$ cat config.mk
export PLATFORM = sky130hd
export DESIGN_NAME = bblur_window
export DESIGN_NICKNAME = d
export VERILOG_FILES = /design/src/rtl/core/bblur_pkg.sv /design/src/rtl/core/bblur_window.sv
export SDC_FILE = /design/constraint.sdc
export NUM_CORES = 1
export LEC_CHECK = 0
export BUFFER_PORTS_ARGS = -buffer_cell sky130_fd_sc_hd__buf_4
export CAP_MARGIN = 20
export CORE_MARGIN = 2
export CORE_UTILIZATION = 45
export CTS_CLUSTER_SIZE = 16
export DETAILED_ROUTE_END_ITERATION = 16
export PLACE_DENSITY = 0.7
export SLEW_MARGIN = 20
export SYNTH_ARGS = -nofsm -noshare
export SYNTH_HDL_FRONTEND = slang
export SYNTH_SLANG_ARGS = --single-unit
export TNS_END_PERCENT = 100
$ cat constraint.sdc
create_clock -name clk -period 13.78 [get_ports clk]
set_input_delay 1.378 -clock clk [delete_from_list [all_inputs] [get_ports clk]]
set_output_delay 1.378 -clock clk [all_outputs]
set_load 0.01 [all_outputs]
$ cat src/rtl/core/bblur_pkg.sv
// shared types, constants and the reciprocal table for the 3x3 box blur core
// no dependencies; imported by every module of the core
package bblur_pkg;

    localparam int MAX_WIDTH_DEF  = 1024;
    localparam int MAX_HEIGHT_DEF = 1024;

    // configuration port
    localparam int CFG_W     = 11;
    localparam int CFG_IDX_W = 1;
    localparam logic [CFG_W-1:0] FRAME_WIDTH_RESET  = CFG_W'(640);
    localparam logic [CFG_W-1:0] FRAME_HEIGHT_RESET = CFG_W'(480);

    typedef enum logic [CFG_IDX_W-1:0] {
        REG_FRAME_WIDTH  = 1'b0,
        REG_FRAME_HEIGHT = 1'b1
    } cfg_reg_t;

    // pixel arithmetic
    localparam int CH_W        = 8;
    localparam int PIX_W       = 3 * CH_W;
    localparam int SUM_W       = 12;          // nine channels of 8 bits plus rounding
    localparam int RECIP_SHIFT = 16;
    localparam int RECIP_W     = RECIP_SHIFT + 1;
    localparam int RECIP_ONE   = 1 << RECIP_SHIFT;

    // red in the lowest bits, as on the stream
    typedef struct packed {
        logic [CH_W-1:0] blue;
        logic [CH_W-1:0] green;
        logic [CH_W-1:0] red;
    } pixel_t;

    // one line store word: both buffered rows at one column
    typedef struct packed {
        pixel_t upper;
        pixel_t middle;
    } line_word_t;

    // which window taps lie inside the frame
    typedef struct packed {
        logic have;
        logic last;
        logic top;
        logic bottom;
        logic left;
        logic right;
    } tap_ctl_t;

    typedef struct packed {
        logic [SUM_W-1:0] blue;
        logic [SUM_W-1:0] green;
        logic [SUM_W-1:0] red;
    } sums_t;

    typedef struct packed {
        logic       last;
        logic [1:0] rows;
        logic [1:0] cols;
    } sum_ctl_t;

    // ceil(2^16 / count): exact quotient for every sum the window can produce
    function automatic logic [RECIP_W-1:0] count_recip(input logic [3:0] count);
        logic [RECIP_W-1:0] r;
        case (count)
            4'd2:    r = RECIP_W'((RECIP_ONE + 1) / 2);
            4'd3:    r = RECIP_W'((RECIP_ONE + 2) / 3);
            4'd4:    r = RECIP_W'((RECIP_ONE + 3) / 4);
            4'd6:    r = RECIP_W'((RECIP_ONE + 5) / 6);
            4'd9:    r = RECIP_W'((RECIP_ONE + 8) / 9);
            default: r = RECIP_W'(RECIP_ONE);
        endcase
        return r;
    endfunction

endpackage

$ cat src/rtl/core/bblur_window.sv
// 3x3 window registers and the masked channel sums
// depends on bblur_pkg; fed from the line store read and the incoming pixel
module bblur_window
    import bblur_pkg::*;
(
    input  logic       clk,
    input  logic       rst_n,
    input  logic       advance,
    input  logic       s1_valid,
    input  line_word_t s1_rd,
    input  pixel_t     s1_px,
    input  tap_ctl_t   s1_ctl,
    output logic       s3_valid,
    output sums_t      s3_sums,
    output sum_ctl_t   s3_ctl
);

    pixel_t   win_reg [3][3];
    logic     s2_valid_reg;
    tap_ctl_t s2_ctl_reg;
    logic     s3_valid_reg;
    sums_t    s3_sums_reg;
    sum_ctl_t s3_ctl_reg;

    logic [2:0] row_ok;
    logic [2:0] col_ok;
    sums_t      sums_next;

    // window shifts left, new column from the stores and the input
    always_ff @(posedge clk or negedge rst_n)
    begin
        if (!rst_n)
        begin
            for (int r = 0; r < 3; r++)
            begin
                for (int c = 0; c < 3; c++)
                begin
                    win_reg[r][c] <= '0;
                end
            end
        end
        else if (advance && s1_valid)
        begin
            for (int r = 0; r < 3; r++)
            begin
                win_reg[r][0] <= win_reg[r][1];
                win_reg[r][1] <= win_reg[r][2];
            end
            win_reg[0][2] <= s1_rd.upper;
            win_reg[1][2] <= s1_rd.middle;
            win_reg[2][2] <= s1_px;
        end
    end

    assign row_ok = {s2_ctl_reg.bottom, 1'b1, s2_ctl_reg.top};
    assign col_ok = {s2_ctl_reg.right, 1'b1, s2_ctl_reg.left};

    always_comb
    begin
        sums_next = '0;
        for (int r = 0; r < 3; r++)
        begin
            for (int c = 0; c < 3; c++)
            begin
                if (row_ok[r] && col_ok[c])
                begin
                    sums_next.red   = sums_next.red   + SUM_W'(win_reg[r][c].red);
                    sums_next.green = sums_next.green + SUM_W'(win_reg[r][c].green);
                    sums_next.blue  = sums_next.blue  + SUM_W'(win_reg[r][c].blue);
                end
            end
        end
    end

    always_ff @(posedge clk or negedge rst_n)
    begin
        if (!rst_n)
        begin
            s2_valid_reg <= 1'b0;
            s3_valid_reg <= 1'b0;
        end
        else if (advance)
        begin
            s2_valid_reg <= s1_valid;
            s3_valid_reg <= s2_valid_reg && s2_ctl_reg.have;
        end
    end

    always_ff @(posedge clk)
    begin
        if (advance)
        begin
            s2_ctl_reg       <= s1_ctl;
            s3_sums_reg      <= sums_next;
            s3_ctl_reg.last  <= s2_ctl_reg.last;
            s3_ctl_reg.rows  <= 2'd1 + 2'(s2_ctl_reg.top) + 2'(s2_ctl_reg.bottom);
            s3_ctl_reg.cols  <= 2'd1 + 2'(s2_ctl_reg.left) + 2'(s2_ctl_reg.right);
        end
    end

    assign s3_valid = s3_valid_reg;
    assign s3_sums  = s3_sums_reg;
    assign s3_ctl   = s3_ctl_reg;

endmodule

==> run metrics <==
Compound-Gate Fraction of Synth Area=16.2%; drt first pass iters=5; number of resized instances in the post-cts repair step=0; launch point of the worst hold path=s2_ctl_reg[4]$_DFFE_PP_; global-route wire length before repair=77800 µm; Worst R2R Start=col_ok[0]$_DFFE_PP_; clock tree from TritonCTS=yes; number of hold-slack violations in the final timing report=0; overall overflow remaining after global route=0; YS warnings=0; final number of setup-violating endpoints=0; initial core utilization=45.6%; global-route met3 utilization=2.79%; post-synth net total=2361; library cells used by synthesis=84; Wirelength per Cell=16.5 µm; maximum single-stage delay on the critical path=0.88 ns; share of flip-flops with an asynchronous set or reset=82.3%; row cnt=77; final critical-path share of the clock period=74.8%; combinational family with the most area after synthesis=compound AO/OA/AOI/OAI gates; final weighted congestion in routability-driven placement=0.898; top-count cell post-synth=sky130_fd_sc_hd__mux2_2; residual DRC count=0; Arrival @ worst endpoint=10.59 ns; sink count of the clock tree=265; post-synthesis share of cell area spent on full adders, half adders and majority gates=14.4%; final clock skew=0.0237 ns; met2 Usage GRT=36.8%; busiest layer in global routing=met2; Seq/Total Area, Yosys=34.1%; clock network latency to the later pin of the worst-skew pair=0.56 ns; cts bufs inserted=34; setup fix buffers added after clock tree synthesis=0; maxcap violations=0; final core utilization=51.7%; number of global-route vias before repair=16108; area added between synthesis and finish=13.3%; register bit total from synthesis=265; cell types with the largest area share after synthesis=sky130_fd_sc_hd__dfrtp_1 (27%), sky130_fd_sc_hd__mux2_2 (12%), sky130_fd_sc_hd__ha_1 (12%), sky130_fd_sc_hd__edfxtp_1 (7.0%), sky130_fd_sc_hd__xnor2_1 (4.2%); simple-gate share of the synthesized area=11.0%; number of pins exceeding their max-slew limit in the final report=0; category of the most critical setup path=flop to flop; average size of a mapped cell=9.77 µm²; share of the synthesized netlist area taken by xor and xnor gates=6.99%; combined area of the multi-input logic cells=12500 µm²; Achievable Freq=97.0 MHz; setup repair after global routing missed its margin=no; via count normalized by instance count=5.52; share of final-layout standard cells stronger than drive strength 1=20.5%; H-Tree Level Count=2; total wirelength of the detailed-routed design=46100 µm; max FFs per register=216; transition time at the pin with the least slew margin=1.08 ns; CTS Hold Bufs=0; CP Data Required Time=14.06 ns; maximum number of pins on one net before global-route repair=122; Detailed Place HPWL=33600 µm; maximum number of buffers from clock root to sink=3; library cell with the largest summed area after synthesis=sky130_fd_sc_hd__dfrtp_1; number of flops mapped to enable cells by yosys=47; minimum clock period after layout=10.31 ns; Global Route Usage Sum=20.2%; die footprint=46500 µm²; count of antenna diodes in the layout=0; Placeable Area=44200 µm²; clock-pin transition on the worst setup and hold timing paths=0.06 ns; primary flip-flop cell chosen by synthesis mapping=sky130_fd_sc_hd__dfrtp_1; top cells by instance count after synthesis=sky130_fd_sc_hd__mux2_2 (223), sky130_fd_sc_hd__dfrtp_1 (218), sky130_fd_sc_hd__ha_1 (192); fraction of post-synthesis cell area in the top cell type by area=27.1%; initial antenna violation count=0; Hold Crit Class=flop to flop; top-level I/O count=124; sort of element at the start of the critical path=flop; worst hold margin=0.430 ns; CP Launch Point=col_ok[0]$_DFFE_PP_; violation count after the first detailed-route iteration=781; x dimension of the die=216 µm; cells after synthesis=2063; crit path capture type=flop; vertical die dimension=216 µm; sequential cell area in the final layout=6870 µm²; clock root buffer=sky130_fd_sc_hd__clkbuf_16; worst rel slew slack=28.2%; largest fanout on the critical path=36; number of vias in the routed layout=15404; sum of negative setup slack=0 ns; worst-case register-to-register setup slack=3.47 ns; global-route met1 utilization=24.5%; count of filler cells inserted in the layout=3983; portion of netlist area occupied by mux cells=13.6%; outcome=completed; post-layout net count=2472; netlist area before placement=20200 µm²; cell at the slowest stage of the critical path=sky130_fd_sc_hd__edfxtp_1; post-route ant nets=0; count of buffers from port buffering=123
==> kinds of logic (layout without fill, tap and decap cells) <==
family / after synthesis / in the layout
AND/OR/NAND/NOR: 472 / 472
flip-flops: 265 / 265
buffers and inverters: 201 / 337
XOR/XNOR: 148 / 148
multiplexers: 245 / 245
adder cells (fa/ha/maj): 219 / 219
AO/OA/AOI/OAI: 513 / 513
==> cell type report <==
cell class	count	share of cell area, %
flip-flops and latches	265	30.1
well taps	592	3.24
clock inverters	14	0.876
clock buffers	47	4.07
repair buffers	140	4.63
multi-input cells	1597	54.9
inverters	136	2.23
==> worst paths after layout <==
kind | depth (start not counted) | to
min in group asynchronous | 1 | win_reg[166]$_DFFE_PN0P_
setup reg to reg | 44 | s3_sums[23]$_DFFE_PP_
hold reg to reg | 0 | s3_ctl[4]$_DFFE_PP_
max in group asynchronous | 2 | win_reg[61]$_DFFE_PN0P_
setup / recovery | 44 | s3_sums[23]$_DFFE_PP_
hold / removal | 0 | s3_ctl[4]$_DFFE_PP_
==> through the flow <==
stage                     instance area, µm²  cells  setup WS, ns
after detailed placement               21700   2730          3.62
after global placement                 21700   2730          4.10
after CTS                              22800   2791          3.55
after floorplan                        20200   2063          4.82
after global routing                   22800   2791          2.56
final                                  22800   2791          3.47
==> critical path, delay by kind of cell, from the launching register on <==
kind	cells	cell delay (ns)
AO/OA/AOI/OAI	23	4.50
XOR/XNOR	2	0.27
adder cells (fa/ha/maj)	7	2.36
buffers and inverters	3	1.03
flip-flops	1	0.88
AND/OR/NAND/NOR	9	0.97
==> placed cells by master (no fill, tap or decap), types with 41 or more instances in the layout <==
cell type                  instances
sky130_fd_sc_hd__mux2_2          223
sky130_fd_sc_hd__dfrtp_1         218
sky130_fd_sc_hd__ha_1            192
sky130_fd_sc_hd__nor2_1          177
sky130_fd_sc_hd__a21oi_1         147
sky130_fd_sc_hd__o21ai_0         140
sky130_fd_sc_hd__buf_4           139
sky130_fd_sc_hd__inv_1           135
sky130_fd_sc_hd__nand2_1         124
sky130_fd_sc_hd__xnor2_1          97
sky130_fd_sc_hd__edfxtp_1         47
sky130_fd_sc_hd__a21o_1           46
sky130_fd_sc_hd__nor2b_1          43
sky130_fd_sc_hd__xor2_1           41
==> per-layer routing <==
metal  share of wire (%)  wire [µm]  vias to the layer above
met5                   0          0                        -
met4                 2.5       1160                        0
met3                 3.9       1800                       73
met2                  50      23200                      277
met1                  43      19900                     7475
li1                    -          -                     7579
Power is left out: the tool's default activity adds up to more than one toggle a clock period on the data nets, which glitch-free logic cannot reach.
