[src/rtl/core/bblur_pkg.sv]
// shared types, constants and the reciprocal table for the 3x3 box blur core
// no dependencies; imported by every module of the core
package bblur_pkg;

    localparam int MAX_WIDTH_DEF  = 1024;
    localparam int MAX_HEIGHT_DEF = 1024;

    // configuration port
    localparam int CFG_W     = 11;
    localparam int CFG_IDX_W = 1;
    localparam logic [CFG_W-1:0] FRAME_WIDTH_RESET  = CFG_W'(640);
    localparam logic [CFG_W-1:0] FRAME_HEIGHT_RESET = CFG_W'(480);

    typedef enum logic [CFG_IDX_W-1:0] {
        REG_FRAME_WIDTH  = 1'b0,
        REG_FRAME_HEIGHT = 1'b1
    } cfg_reg_t;

    // pixel arithmetic
    localparam int CH_W        = 8;
    localparam int PIX_W       = 3 * CH_W;
    localparam int SUM_W       = 12;          // nine channels of 8 bits plus rounding
    localparam int RECIP_SHIFT = 16;
    localparam int RECIP_W     = RECIP_SHIFT + 1;
    localparam int RECIP_ONE   = 1 << RECIP_SHIFT;

    // red in the lowest bits, as on the stream
    typedef struct packed {
        logic [CH_W-1:0] blue;
        logic [CH_W-1:0] green;
        logic [CH_W-1:0] red;
    } pixel_t;

    // one line store word: both buffered rows at one column
    typedef struct packed {
        pixel_t upper;
        pixel_t middle;
    } line_word_t;

    // which window taps lie inside the frame
    typedef struct packed {
        logic have;
        logic last;
        logic top;
        logic bottom;
        logic left;
        logic right;
    } tap_ctl_t;

    typedef struct packed {
        logic [SUM_W-1:0] blue;
        logic [SUM_W-1:0] green;
        logic [SUM_W-1:0] red;
    } sums_t;

    typedef struct packed {
        logic       last;
        logic [1:0] rows;
        logic [1:0] cols;
    } sum_ctl_t;

    // ceil(2^16 / count): exact quotient for every sum the window can produce
    function automatic logic [RECIP_W-1:0] count_recip(input logic [3:0] count);
        logic [RECIP_W-1:0] r;
        case (count)
            4'd2:    r = RECIP_W'((RECIP_ONE + 1) / 2);
            4'd3:    r = RECIP_W'((RECIP_ONE + 2) / 3);
            4'd4:    r = RECIP_W'((RECIP_ONE + 3) / 4);
            4'd6:    r = RECIP_W'((RECIP_ONE + 5) / 6);
            4'd9:    r = RECIP_W'((RECIP_ONE + 8) / 9);
            default: r = RECIP_W'(RECIP_ONE);
        endcase
        return r;
    endfunction

endpackage

[src/rtl/core/bblur_divide.sv]
// rounded mean by reciprocal multiply, into the output register
// depends on bblur_pkg; counts are 1, 2, 3, 4, 6 or 9
module bblur_divide
    import bblur_pkg::*;
(
    input  logic     clk,
    input  logic     rst_n,
    input  logic     advance,
    input  logic     s3_valid,
    input  sums_t    s3_sums,
    input  sum_ctl_t s3_ctl,
    output logic     out_valid,
    output pixel_t   out_px,
    output logic     out_last
);

    localparam int PROD_W = SUM_W + RECIP_W;

    logic [3:0]         count;
    logic [RECIP_W-1:0] recip;
    logic [SUM_W-1:0]   half;
    logic [PROD_W-1:0]  prod_red;
    logic [PROD_W-1:0]  prod_green;
    logic [PROD_W-1:0]  prod_blue;

    logic   out_valid_reg;
    pixel_t out_px_reg;
    logic   out_last_reg;

    assign count = 4'(s3_ctl.rows) * 4'(s3_ctl.cols);
    assign recip = count_recip(count);
    assign half  = SUM_W'(count >> 1);

    assign prod_red   = PROD_W'(s3_sums.red   + half) * PROD_W'(recip);
    assign prod_green = PROD_W'(s3_sums.green + half) * PROD_W'(recip);
    assign prod_blue  = PROD_W'(s3_sums.blue  + half) * PROD_W'(recip);

    always_ff @(posedge clk or negedge rst_n)
    begin
        if (!rst_n)
        begin
            out_valid_reg <= 1'b0;
        end
        else if (advance)
        begin
            out_valid_reg <= s3_valid;
        end
    end

    always_ff @(posedge clk)
    begin
        if (advance)
        begin
            out_px_reg.red   <= prod_red[RECIP_SHIFT +: CH_W];
            out_px_reg.green <= prod_green[RECIP_SHIFT +: CH_W];
            out_px_reg.blue  <= prod_blue[RECIP_SHIFT +: CH_W];
            out_last_reg     <= s3_ctl.last;
        end
    end

    assign out_valid = out_valid_reg;
    assign out_px    = out_px_reg;
    assign out_last  = out_last_reg;

endmodule

[config.mk]
export PLATFORM = sky130hd
export DESIGN_NAME = bblur_divide
export DESIGN_NICKNAME = d
export VERILOG_FILES = /design/src/rtl/core/bblur_pkg.sv /design/src/rtl/core/bblur_divide.sv
export SDC_FILE = /design/constraint.sdc
export NUM_CORES = 1
export LEC_CHECK = 0
export ABC_AREA = 1
export BUFFER_PORTS_ARGS = -buffer_cell sky130_fd_sc_hd__buf_4
export CAP_MARGIN = 20
export CORE_MARGIN = 2
export CORE_UTILIZATION = 65
export CTS_CLUSTER_SIZE = 25
export DETAILED_ROUTE_END_ITERATION = 8
export PLACE_DENSITY_LB_ADDON = 0.1
export REMOVE_ABC_BUFFERS = 1
export SLEW_MARGIN = 20
export SYNTH_ARGS = -nofsm -noshare
export SYNTH_HDL_FRONTEND = slang
export SYNTH_SLANG_ARGS = --single-unit
[constraint.sdc]
create_clock -name clk -period 1.85 [get_ports clk]
set_input_delay 0.37 -clock clk [delete_from_list [all_inputs] [get_ports clk]]
set_output_delay 0.37 -clock clk [all_outputs]
set_load 0.005 [all_outputs]
==> results of run 1 <==
[kinds of logic after synthesis]
logic type               after synthesis
XOR/XNOR                              44
AO/OA/AOI/OAI                        148
buffers and inverters                759
adder cells (fa/ha/maj)              562
AND/OR/NAND/NOR                      724
flip-flops                            26
multiplexers                           1
[metal layers]
| layer | GRT overflow | GRT usage, % |
|---|---|---|
| met1 | 5 | 77.4 |
| met2 | 38 | 91.6 |
| met3 | 4 | 66.7 |
| met4 | 29 | 73.1 |
| met5 | 0 | 40.0 |
[metrics by stage]
step                hold WS [ns]  TNS, ns  setup slack [ns]  instances  area (µm²)
CTS                        0.248  -105.09             -4.57       3160       23900
detailed placement         0.146  -121.33             -5.22       3125       22300
global placement           0.145  -118.10             -5.06       3125       22300
floorplan                 0.0744  -131.98             -5.73       2238       17700
[timing repair]
item                       in CTS
setup endpoints to repair      24
hold endpoints to repair        1
gates cloned                    0
buffers inserted               31
pin swaps                     151
resized for setup             324
hold buffers                    1
==> run metrics, run 1 <==
Yosys top cell by area=fa_1; outcome=stopped before the end; # rows=60; CTS max path bufs=2; port bufs=70; root buf cell=clkbuf_16; Die Wd=169 µm; top cells by count, synth=724 x inv_1, 373 x fa_1, 350 x nand2_1; last stage reached=global routing (5_1_grt); mapped cell area=approximately 18000 µm²; Avg Cell Area, Syn=approximately 8 µm²; Synth Instances=2264; gpl congestion=just over 1; clock sinks=26; CTS H-tree lvls=1; largest net degree at the start of global routing=22; Initial Utilization=66.1%; synth warn=0; IO Pins=71; DIE HEIGHT=169 µm; synthesized flop and latch total=26; Seq/Total Area, Yosys=4.36%; Log Error=[ERROR GRT-0232] Routing congestion too high. Check the congestion heatmap in the GUI.; Post-Synth XOR/XNOR Area=between 2 and 2.5%; adder and majority gate portion of the synthesized area=a little under three fifths; top-count cell post-synth=inv_1; Synth cell types=48; post-synthesis compound-gate area fraction=4.94%; Synth Area in Simple Gates=17.0%; ys async rst share=about 3.8%; GRT overflow=76; grt repair worst endpoint=out_px[4]$_DFFE_PP_/D; largest family of logic cells by synthesized area=adder cells; number of flops mapped to enable cells by yosys=25; post-synthesis mux area share=0.0633%; WEP type=register data pin; Yosys top cell area share=42.0%; DP HPWL=49.9 mm; Tot GR Track Use=77.5%; main area contributors after synthesis=fa_1 42%, inv_1 15%, ha_1 13%, nand2_1 7.4%, nor2_1 4.6%; Top FF cell, synth=edfxtp_1; clock buffer count from CTS=3
==> run 2: changes to the inputs <==
--- a/config.mk
+++ b/config.mk
@@ -9,10 +9,9 @@
 export BUFFER_PORTS_ARGS = -buffer_cell sky130_fd_sc_hd__buf_4
 export CAP_MARGIN = 20
 export CORE_MARGIN = 2
-export CORE_UTILIZATION = 65
-export CTS_CLUSTER_SIZE = 25
+export CORE_UTILIZATION = 40
 export DETAILED_ROUTE_END_ITERATION = 8
-export PLACE_DENSITY_LB_ADDON = 0.1
+export PLACE_DENSITY_LB_ADDON = 0.15
 export REMOVE_ABC_BUFFERS = 1
 export SLEW_MARGIN = 20
 export SYNTH_ARGS = -nofsm -noshare
==> run 2 against run 1 <==
The flow now finishes, with violations (negative setup slack). Synthesized area stayed put. Synthesized cell count stayed put.
==> run metrics, run 2 <==
DRC=0; GRT overflow=0; P&R area growth vs syn=40.0%; R2R depth=1; Tcrit/Tclk final=346%; Top FF cell, synth=edfxtp_1; share of layout cells above drive strength 1=34.8%; ys async rst share=3.85% (unchanged); Detailed Route WL=57.6 mm; TritonRoute pass-1 iters=8; leak pwr=~14 nW; Initial Utilization=40.4% (-26 points); mapped cell area=17800 µm² (unchanged); overall power=14.9 mW; crit start category=input port; most frequent cells in the layout=666 x inv_1, 571 x buf_4, 348 x fa_1; clock sinks=26 (unchanged); initial antenna violation count=1; nets=3454; vias in the first global route=17400; worst stage delay on the critical path=about 0.5 ns; Worst path slowest cell=fa_1; Tot GR Track Use=roughly 26%; RSZ-0062 raised after global routing=true; Max Cap Viol=0; cell mode on critical path=inv_2; Core Box Area=about 44000 µm²; PwrDens=597 nW/µm²; port bufs=70 (unchanged); outcome=finished, violations left; Yosys top cell by area=fa_1; Fin Hold WS=0.240 ns; DIE AREA=46100 µm²; Setup Viol. Count Final=24; Synth Instances=2264 (unchanged); reg2reg end=out_valid$_DFFE_PN0P_; top-count cell post-synth=inv_1; Synth cell types=48 (unchanged); # rows=77 (+28%); Avg Cell Area, Syn=7.85 µm² (unchanged); IO Pins=71 (unchanged); Max VDD drop=0.852 mV; clock buffer count from CTS=3 (unchanged); Slew Limit Headroom=60.3%; final hold vios=0; Seq/Total Area, Yosys=4.36% (unchanged); Worst Setup Slack, final=-4.56 ns; Iter 0 DRT Violations=slightly below 900; failing checks=negative setup slack; Min-Delay Endpoint=out_last$_DFFE_PP_; critical path arrival=6.45 ns; CTS H-tree lvls=1 (unchanged); synth warn=0 (unchanged); CTS max path bufs=2 (unchanged); Vias/cell=4.69; Yosys top cell area share=42.0% (unchanged); DP HPWL=50.7 mm (+1.7%); WL/cell=16.8 µm; minimum clock period=about 6.4 ns; top cells by count, synth=724 x inv_1, 373 x fa_1, 350 x nand2_1; max reg flops=24; HP Class=in -> reg; Antenna diodes=0; number of flops mapped to enable cells by yosys=25 (unchanged); CTS tree=yes; worst skew pair latency=0.30 ns; most common cell after layout, fill and taps aside=inv_1; Detail Route Antenna Nets=0; DIE HEIGHT=215 µm (+27%); Final Core Density=56.5%; CP Max Fanout=3; FF-to-FF Start=out_valid$_DFFE_PN0P_; largest net degree at the start of global routing=21; Die Wd=215 µm (+27%); data required time of the critical path=about 1.9 ns; Worst Hold Depth=1; root buf cell=clkbuf_16; gpl congestion=0.953 (-6.0%); main area contributors after synthesis=fa_1 42%, inv_1 15%, ha_1 13%, nand2_1 7.4%, nor2_1 4.6%; first-pass GRT wire length=92.4 mm; Clock Skew=0 ns; Worst setup EP type=register; worst-margin pin slew=0.590 ns; Max Fclk=156 MHz; via count=16100; hold_sp=s3_ctl[4]; synthesized flop and latch total=26 (unchanged); Worst Path Class, Setup=in -> reg; reg2reg setup slack=1.11 ns; Slew Limit Fails=0; Clock transition at path regs=0.09 ns
[run 2: cell counts after synthesis]
No cell type changed its count.
[run 2: kinds of logic after synthesis]
family	synth area share (%)
flip-flops	4.36
AND/OR/NAND/NOR	17.0
XOR/XNOR	2.25
multiplexers	0.0633
buffers and inverters	16.0
AO/OA/AOI/OAI	4.94
adder cells (fa/ha/maj)	55.3
[run 2: worst max-delay path by stage]
stage	startpoint	end	slack [ns]	depth (start not counted)
2_1_floorplan	s3_ctl[3]	out_px[5]$_DFFE_PP_	-5.73	28
3_3_place_gp	s3_ctl[3]	out_px[22]$_DFFE_PP_	-5.27	33
3_5_place_dp	s3_ctl[3]	out_px[6]$_DFFE_PP_	-5.30	32
4_1_cts	s3_ctl[1]	out_px[23]$_DFFE_PP_	-4.60	40
5_1_grt	s3_ctl[1]	out_px[7]$_DFFE_PP_	-4.88	38
6_report	s3_ctl[3]	out_px[6]$_DFFE_PP_	-4.56	34
[run 2: worst max-delay path, delay by kind of cell]
family                     cells  cell delay, ns
buffers and inverters         13            0.91
and+or+nand+nor                9            1.27
xor gates and xnor gates       1            0.10
AOI/OAI and AO/OA              2            0.31
adders and majority gates      9            3.46
[run 2: metrics by stage]
step	setup WS, ns	cell area [µm²]	TNS [ns]	std cells
after floorplan	-5.73	17700	-131.98	2238
after global placement	-5.27	22700	-121.58	3390
after detailed placement	-5.30	22700	-122.86	3390
after CTS	-4.60	23900	-105.94	3421
after global routing	-4.88	24900	-112.13	3438
final	-4.56	24900	-106.22	3438
[run 2: timing repair]
item | in CTS | in global routing
hold buffers | 1 | 0
resized for setup | 247 | 213
hold endpoints to repair | 1 | 0
endpoints found under the setup margin | 24 | 24
pin swaps | 88 | 161
setup buffers | 28 | 17
[run 2: cell type report]
| class | instances | area, µm² |
|---|---|---|
| fill | 4072 | 19100 |
| tap | 592 | 741 |
| timing repair buffer | 604 | 4680 |
| inverter | 733 | 2770 |
| clock buffer | 4 | 88.8 |
| multi-input combinational | 1479 | 15800 |
| sequential | 26 | 776 |
[run 2: layer usage]
layer | track usage [%] | wire (µm) | vias up
li1 | - | - | 7750
met1 | 35.9 | 25900 | 7911
met2 | 43.3 | 27800 | 389
met3 | 1.81 | 2370 | 89
met4 | 6.37 | 1550 | 2
met5 | 0 | 11 | -
[run 2: power breakdown]
| group | internal (mW) | leakage [nW] | switching (mW) |
|---|---|---|---|
| Clock | 0.337 | 0.0442 | 0.338 |
| Combinational | 6.14 | 13.4 | 6.86 |
| Sequential | 1.08 | 0.256 | 0.102 |
(Power assumes the default switching activity.)
